[config.mk]
export PLATFORM = sky130hd
export DESIGN_NAME = oneshot_periodic_timer_bank_core
export DESIGN_NICKNAME = d
export VERILOG_FILES = /design/src/rtl/core/optb_pkg.sv /design/src/rtl/core/optb_lane.sv /design/src/rtl/core/oneshot_periodic_timer_bank_core.sv
export SDC_FILE = /design/constraint.sdc
export NUM_CORES = 1
export LEC_CHECK = 0
export ABC_CLOCK_PERIOD_IN_PS = 4490
export BUFFER_PORTS_ARGS = -buffer_cell sky130_fd_sc_hd__buf_2
export CAP_MARGIN = 30
export CORE_ASPECT_RATIO = 0.9
export CORE_UTILIZATION = 44
export CTS_BUF_LIST = sky130_fd_sc_hd__clkbuf_8
export DETAILED_ROUTE_END_ITERATION = 10
export PLACE_DENSITY = 0.66
export SLEW_MARGIN = 30
export SYNTH_ARGS = -nofsm -noshare
export SYNTH_HDL_FRONTEND = slang
export SYNTH_SLANG_ARGS = --single-unit
export TNS_END_PERCENT = 1
[constraint.sdc]
create_clock -name clk -period 4.49 [get_ports clk]
set_input_delay 0.6735 -clock clk [delete_from_list [all_inputs] [get_ports clk]]
set_output_delay 0.6735 -clock clk [all_outputs]
set_load 0.05 [all_outputs]
[src/rtl/core/optb_pkg.sv]
// ----------------------------------------------------------------------------
// optb_pkg
// Shared types and codes for the one-shot / periodic timer bank.
// ----------------------------------------------------------------------------
package optb_pkg;

	localparam int BANK_SLOTS = 4;
	localparam int DELAY_W    = 32;
	localparam int ELAPSED_W  = 33;
	localparam int CFG_IDX_W  = 3;

	localparam logic [ELAPSED_W-1:0] ELAPSED_MAX = {ELAPSED_W{1'b1}};

	// item kinds
	localparam logic [1:0] KIND_TICK    = 2'd0;
	localparam logic [1:0] KIND_START   = 2'd1;
	localparam logic [1:0] KIND_RESTART = 2'd2;

	// error codes
	localparam logic [1:0] ERR_NONE    = 2'd0;
	localparam logic [1:0] ERR_RUNNING = 2'd1;
	localparam logic [1:0] ERR_NODELAY = 2'd2;

	// config register indexes
	localparam logic [CFG_IDX_W-1:0] REG_DELAY0  = 3'd0;
	localparam logic [CFG_IDX_W-1:0] REG_ONESHOT = 3'd4;

	typedef struct packed {
		logic tick;
		logic start;
		logic restart;
	} lane_cmd_t;

endpackage

[src/rtl/core/optb_lane.sv]
// ----------------------------------------------------------------------------
// optb_lane
// One timer: delay register, running flag and elapsed count.
// ----------------------------------------------------------------------------
module optb_lane (
	input  logic                           clk,
	input  logic                           arst_n,
	input  optb_pkg::lane_cmd_t            cmd,
	input  logic                           cfg_wr,
	input  logic [optb_pkg::DELAY_W-1:0]   cfg_data,
	input  logic                           oneshot,
	output logic                           expired,
	output logic [1:0]                     err
);

	logic [optb_pkg::DELAY_W-1:0]   delay_q;
	logic                           running_q;
	logic [optb_pkg::ELAPSED_W-1:0] elapsed_q;
	logic [optb_pkg::ELAPSED_W-1:0] elapsed_inc;
	logic                           hit;
	logic                           go;

	always_comb begin
		if (elapsed_q == optb_pkg::ELAPSED_MAX) begin
			elapsed_inc = elapsed_q;
		end else begin
			elapsed_inc = elapsed_q + {{(optb_pkg::ELAPSED_W-1){1'b0}}, 1'b1};
		end
	end

	assign hit     = running_q && (elapsed_inc > {1'b0, delay_q});
	assign expired = cmd.tick && hit;

	always_comb begin
		err = optb_pkg::ERR_NONE;
		if (cmd.start || cmd.restart) begin
			if (delay_q == '0) begin
				err = optb_pkg::ERR_NODELAY;
			end else if (running_q && cmd.start) begin
				err = optb_pkg::ERR_RUNNING;
			end
		end
	end

	assign go = (cmd.start || cmd.restart) && (err == optb_pkg::ERR_NONE);

	always_ff @(posedge clk or negedge arst_n) begin
		if (!arst_n) begin
			delay_q <= '0;
		end else if (cfg_wr) begin
			delay_q <= cfg_data;
		end
	end

	always_ff @(posedge clk or negedge arst_n) begin
		if (!arst_n) begin
			running_q <= 1'b0;
			elapsed_q <= '0;
		end else if (go) begin
			running_q <= 1'b1;
			elapsed_q <= '0;
		end else if (cmd.tick && running_q) begin
			if (hit) begin
				elapsed_q <= '0;
				running_q <= !oneshot;
			end else begin
				elapsed_q <= elapsed_inc;
			end
		end
	end

endmodule

[src/rtl/core/oneshot_periodic_timer_bank_core.sv]
// ----------------------------------------------------------------------------
// oneshot_periodic_timer_bank_core
// Bank of millisecond timers with per-timer delay and one-shot/periodic mode.
// ----------------------------------------------------------------------------
// Usage:
//  - Input channel (in_valid/in_ready, kind, timer_index): each item is a
//    1 ms tick, a start or a restart of one timer.
//  - Output channel (out_valid/out_ready, expired_mask, error_code): exactly
//    one result item per input item, in order.
//  - Config channel (cfg_valid/cfg_ready, cfg_index, cfg_data): indexes 0..3
//    are the timer delays, index 4 the one-shot mask. Always ready; write
//    only while the bank is idle.
//  - Flow: an accepted item is held in the stage register, and its result is
//    then registered in the result register. Throughput is one item per cycle
//    while out_ready holds no stall, set by the single stage register plus
//    result register; all timers update in parallel.
//  - Reset: all timers stopped, counts and delays zero, one-shot mask all
//    ones, both channels empty.
//  - Stall: the result register holds while out_ready is low; one more item
//    can be taken into the stage register, then in_ready drops.
// ----------------------------------------------------------------------------
module oneshot_periodic_timer_bank_core #(
	parameter int NUM_TIMERS = 4
) (
	input  logic                             clk,
	input  logic                             arst_n,
	input  logic                             in_valid,
	output logic                             in_ready,
	input  logic [1:0]                       kind,
	input  logic [1:0]                       timer_index,
	output logic                             out_valid,
	input  logic                             out_ready,
	output logic [3:0]                       expired_mask,
	output logic [1:0]                       error_code,
	input  logic                             cfg_valid,
	output logic                             cfg_ready,
	input  logic [optb_pkg::CFG_IDX_W-1:0]   cfg_index,
	input  logic [optb_pkg::DELAY_W-1:0]     cfg_data
);

	logic                             valid_s1;
	logic [1:0]                       kind_s1;
	logic [1:0]                       idx_s1;
	logic                             adv;
	logic [3:0]                       oneshot_q;
	logic                             out_valid_q;
	logic [3:0]                       expired_q;
	logic [1:0]                       err_q;
	logic [optb_pkg::BANK_SLOTS-1:0]  exp_vec;
	logic [1:0]                       err_vec [optb_pkg::BANK_SLOTS];
	logic [1:0]                       err_sel;

	assign adv       = valid_s1 && (!out_valid_q || out_ready);
	assign in_ready  = !valid_s1 || adv;
	assign cfg_ready = 1'b1;

	always_ff @(posedge clk or negedge arst_n) begin
		if (!arst_n) begin
			valid_s1 <= 1'b0;
		end else if (in_ready) begin
			valid_s1 <= in_valid;
		end
	end

	always_ff @(posedge clk) begin
		if (in_ready && in_valid) begin
			kind_s1 <= kind;
			idx_s1  <= timer_index;
		end
	end

	always_ff @(posedge clk or negedge arst_n) begin
		if (!arst_n) begin
			oneshot_q <= 4'hF;
		end else if (cfg_valid && cfg_index == optb_pkg::REG_ONESHOT) begin
			oneshot_q <= cfg_data[3:0];
		end
	end

	for (genvar g = 0; g < optb_pkg::BANK_SLOTS; g++) begin : g_lane
		if (g < NUM_TIMERS) begin : g_on
			optb_pkg::lane_cmd_t cmd;
			logic                sel;

			assign sel         = adv && (idx_s1 == 2'(g));
			assign cmd.tick    = adv && (kind_s1 == optb_pkg::KIND_TICK);
			assign cmd.start   = sel && (kind_s1 == optb_pkg::KIND_START);
			assign cmd.restart = sel && (kind_s1 == optb_pkg::KIND_RESTART);

			optb_lane u_lane (
				.clk      (clk),
				.arst_n   (arst_n),
				.cmd      (cmd),
				.cfg_wr   (cfg_valid &&
				           cfg_index == optb_pkg::REG_DELAY0 + optb_pkg::CFG_IDX_W'(g)),
				.cfg_data (cfg_data),
				.oneshot  (oneshot_q[g]),
				.expired  (exp_vec[g]),
				.err      (err_vec[g])
			);
		end else begin : g_off
			assign exp_vec[g] = 1'b0;
			assign err_vec[g] = optb_pkg::ERR_NONE;
		end
	end

	assign err_sel = err_vec[idx_s1];

	always_ff @(posedge clk or negedge arst_n) begin
		if (!arst_n) begin
			out_valid_q <= 1'b0;
		end else if (adv) begin
			out_valid_q <= 1'b1;
		end else if (out_ready) begin
			out_valid_q <= 1'b0;
		end
	end

	always_ff @(posedge clk) begin
		if (adv) begin
			case (kind_s1)
				optb_pkg::KIND_TICK: begin
					expired_q <= exp_vec;
					err_q     <= optb_pkg::ERR_NONE;
				end
				optb_pkg::KIND_START, optb_pkg::KIND_RESTART: begin
					expired_q <= '0;
					err_q     <= err_sel;
				end
				default: begin
					expired_q <= '0;
					err_q     <= optb_pkg::ERR_NONE;
				end
			endcase
		end
	end

	assign out_valid    = out_valid_q;
	assign expired_mask = expired_q;
	assign error_code   = err_q;

endmodule

==> metrics.md <==
| Metric | Value |
|---|---|
| Status | `finished with violations` |
| Failing checks | `negative setup slack` |
| DRC | `0` |
| Slew at the pin closest to its max-slew limit | `just over 0.9 ns` |
| Die width | `213.2 um` |
| Clk root buf | `clkbuf_8` |
| Routed vias/inst | `5.715` |
| Via count | `15540` |
| FP Rows | `69` |
| Total wire length | `51710 um` |
| Max Freq | `218.6 MHz` |
| Mapped Area | `roughly 18000 um^2` |
| Ys flop type | `dfrtp_1` |
| Post-synthesis cell count | `a little under 2000` |
| Initial DRC count | `between 1000 and 1500` |
| Initial antenna violation count | `0` |
| Number of synthesis warnings | `0` |
| Post-Place Cells | `2622` |
| Vias in the first global route | `15140` |
| Starting Density | `44.67%` |
| Gr busiest metal | `met2` |
| IO Port Bufs | `51` |
| Setup TNS | `-1.009 ns` |
| Startpoint type of the worst setup path | `flop` |
| CP arrival | `a little over 5 ns` |
| Final setup viols | `28` |
| Min Hold Slack | `between 0.02 and 0.03 ns` |
| Class of the worst hold path | `input port to async pin` |
| Detailed placer's ending HPWL | `37760 um` |
| CP required | `5.01 ns` |
| Cell family with most CP delay | `simple AND/OR/NAND/NOR gates` |
| Hold Vio Cnt, Final | `0` |
| Worst-Skew Late Latency | `0.61 ns` |
| Synth async-reset ratio | `96.43%` |
| Clock transition at path regs | `0.06 ns` |
| EDFF count, synth | `10` |
| Final WS setup | `-0.08377 ns` |
| Initial DRT Pass Iterations | `6` |
| Area delta synth->final | `17.84%` |
| Final Util | `between 50% and 60%` |
| Slew headroom | `38.52%` |
| Grt met3 use | `~5.2%` |
| Bufs and invs on worst path | `2` |
| CTS Buffer Depth | `3` |
| Post-Syn Nets | `2159` |
| Clock Sinks | `between 200 and 300` |
| ANT nets after route | `0` |
| Die H | `roughly 190 um` |
| Die footprint | `just over 40000 um^2` |
| Global route overflow | `0` |
| Slowest stage cell, crit path | `or4_4` |
| Met2 Use GR | `40.93%` |
| Ratio of cells with drive above 1 in the final layout | `18.44%` |
| Post-DR wirelength/cell | `19.02 um` |
| Period minus WS final | `4.574 ns` |
| TritonCTS Buffers | `48` |
| Tcrit/Tclk final | `101.9%` |
| GPL Wtd Cong | `0.8911` |
| Syn avg cell area | `8.921 um^2` |
| Worst setup EP type | `flop` |
| Seq/Total Area, Yosys | `roughly two fifths` |
| Largest net degree at the start of global routing | `93` |
| I/O Pins | `53` |
| Kind of critical path | `flop to flop` |
| Final Max Tran Viols | `0` |
| Power density over the cells | `351.1 nW/um^2` |
| Global-route wire length before repair | `81250 um` |
| Max H-tree Level | `2` |
| FF+latch count, synth | `280` |
| GR Util All Layers | `25.56%` |
| Cells along the critical path | `nand3_2 > or4_4 > nor3_4 > and4b_2 > and4_1 > xor2_1 > ha_1 > nand3_1 > or4b_4 > or4_4 > or3_4 > nand2b_4 > a21boi_4 > buf_12 > buf_16 > a21oi_1 > a31oi_1` |
| CTS tree | `done` |
| Core area | `39540 um^2` |
| Setup Skew | `approximately 0.018 ns` |
| Unique masters post-synth | `75` |
| Crit Path Max Fanout | `16` |
| Max-cap violations | `0` |
| Layout Cells excl Fill | `2719` |
| Peak VDD IR | `195.2 uV` |
| Final #Nets | `approximately 2300` |
| Most numerous cell on the critical path | `or4_4` |
| Unrepaired setup endpoints after global routing | `true` |
| GR Util met1 | `34.83%` |
| Lkg Pwr | `0.009948 uW` |
| Max incr delay on CP | `between 0.5 and 0.6 ns` |
[repair_timing]
action                                  CTS  global route
pin swaps                                22            10
gates cloned                              1             0
endpoints found under the setup margin   34           129
resized for setup                        22            36
hold buffers                              0             0
setup buffers                             5             0
[path summary, 6_finish.rpt]
kind,slack (ns),start,endpoint,depth (start not counted)
min reg2reg,0.49,g_lane[2].g_on.u_lane.elapsed_q[7]$_DFFE_PN0P_,g_lane[2].g_on.u_lane.elapsed_q[7]$_DFFE_PN0P_,1
min,0.03,arst_n,g_lane[1].g_on.u_lane.elapsed_q[15]$_DFFE_PN0P_,1
max,-0.08,g_lane[0].g_on.u_lane.elapsed_q[18]$_DFFE_PN0P_,g_lane[0].g_on.u_lane.elapsed_q[29]$_DFFE_PN0P_,17
max in group asynchronous,3.29,arst_n,g_lane[0].g_on.u_lane.elapsed_q[3]$_DFFE_PN0P_,2
min in group clk,0.27,timer_index[0],idx_s1[0]$_DFFE_PP_,1
max reg2reg,-0.08,g_lane[0].g_on.u_lane.elapsed_q[18]$_DFFE_PN0P_,g_lane[0].g_on.u_lane.elapsed_q[29]$_DFFE_PN0P_,17
[cells in the final DEF (no fill, tap or decap), drive strengths merged, types with 43 or more instances in the layout]
cell	instances
nand3	81
ha	135
mux2	44
nor2	100
clkbuf	62
nor4	48
dfrtp	266
inv	167
xnor2	77
o21ai	148
buf	205
nand2	251
nand4	64
a21oi	81
a31oi	43
[sequential cells by signal (all words and copies together) (netlist names)]
name                          flops
valid_s1                          1
g_lane.g_on.u_lane.delay_q      128
idx_s1                            2
expired_mask                      4
g_lane.g_on.u_lane.running_q      4
oneshot_q                         4
error_code                        2
out_valid                         1
kind_s1                           2
g_lane.g_on.u_lane.elapsed_q    132
[report_power, final]
part | internal, uW | switching (uW) | total (uW)
sequential | 2880 | 262 | 3140
clock | 1410 | 1140 | 2550
combinational | 665 | 955 | 1620
total | 4950 | 2360 | 7310
[cells by family (layout without fill, tap and decap cells)]
family	Yosys count	after routing	share of synthesized area [%]
other	1	3	0.02123
flip-flops	280	280	39.98
AND/OR/NAND/NOR	753	753	21.77
multiplexers	49	49	3.159
AO/OA/AOI/OAI	412	412	14.82
adder cells (fa/ha/maj)	135	135	9.562
buffers and inverters	242	447	5.341
XOR/XNOR	108	108	5.355
[Yosys cell counts (14+ instances only)]
| master | number | share of area (%) |
|---|---|---|
| xnor2_1 | 77 | 3.8 |
| ha_1 | 135 | 9.6 |
| and2_1 | 23 | 0.81 |
| or3_1 | 14 | 0.50 |
| a31oi_1 | 43 | 1.5 |
| inv_1 | 153 | 3.3 |
| a21oi_1 | 81 | 2.3 |
| nor3_1 | 37 | 1.0 |
| xor2_1 | 31 | 1.5 |
| a22o_1 | 34 | 1.7 |
| and4_1 | 24 | 1.2 |
| nor2_1 | 100 | 2.1 |
| nand3_1 | 81 | 2.3 |
| a21o_1 | 24 | 1.0 |
| mux2_2 | 44 | 2.8 |
| or2_2 | 14 | 0.50 |
| nor4_1 | 46 | 1.6 |
| clkbuf_1 | 75 | 1.6 |
| a221o_1 | 18 | 1.0 |
| nand2_1 | 251 | 5.3 |
| nand4_1 | 64 | 2.3 |
| and3_1 | 41 | 1.5 |
| dfrtp_1 | 266 | 38 |
| o21ai_0 | 145 | 4.1 |
[layer usage]
layer	vias to the layer above	wire length (um)
met2	494	23570
met1	7541	22790
met5	-	57
li1	7417	-
met3	85	4085
met4	2	1214
[final cells by class]
| cell class | instances | area, um^2 |
|---|---|---|
| fill | 3589 | 18730 |
| clock buffer | 62 | 853.3 |
| sequential | 280 | 7064 |
| tap | 532 | 665.6 |
| antenna | 2 | 5.005 |
| clock inverter | 27 | 197.7 |
| multi-input combinational | 1458 | 9907 |
| inverter | 153 | 574.3 |
| timing repair buffer | 205 | 1548 |
[stage by stage]
| stage | setup slack [ns] | instance area (um^2) | power [uW] |
|---|---|---|---|
| after floorplan | -0.03820 | 17690 | 4121 |
| after detailed placement | -0.2175 | 19450 | 4719 |
| after global placement | -0.1173 | 19450 | 4632 |
| after CTS | -0.09926 | 20680 | 7315 |
| after global routing | -0.2624 | 20810 | 7695 |
| final | -0.08377 | 20820 | 7307 |
Power figures use the tool's default switching activity.
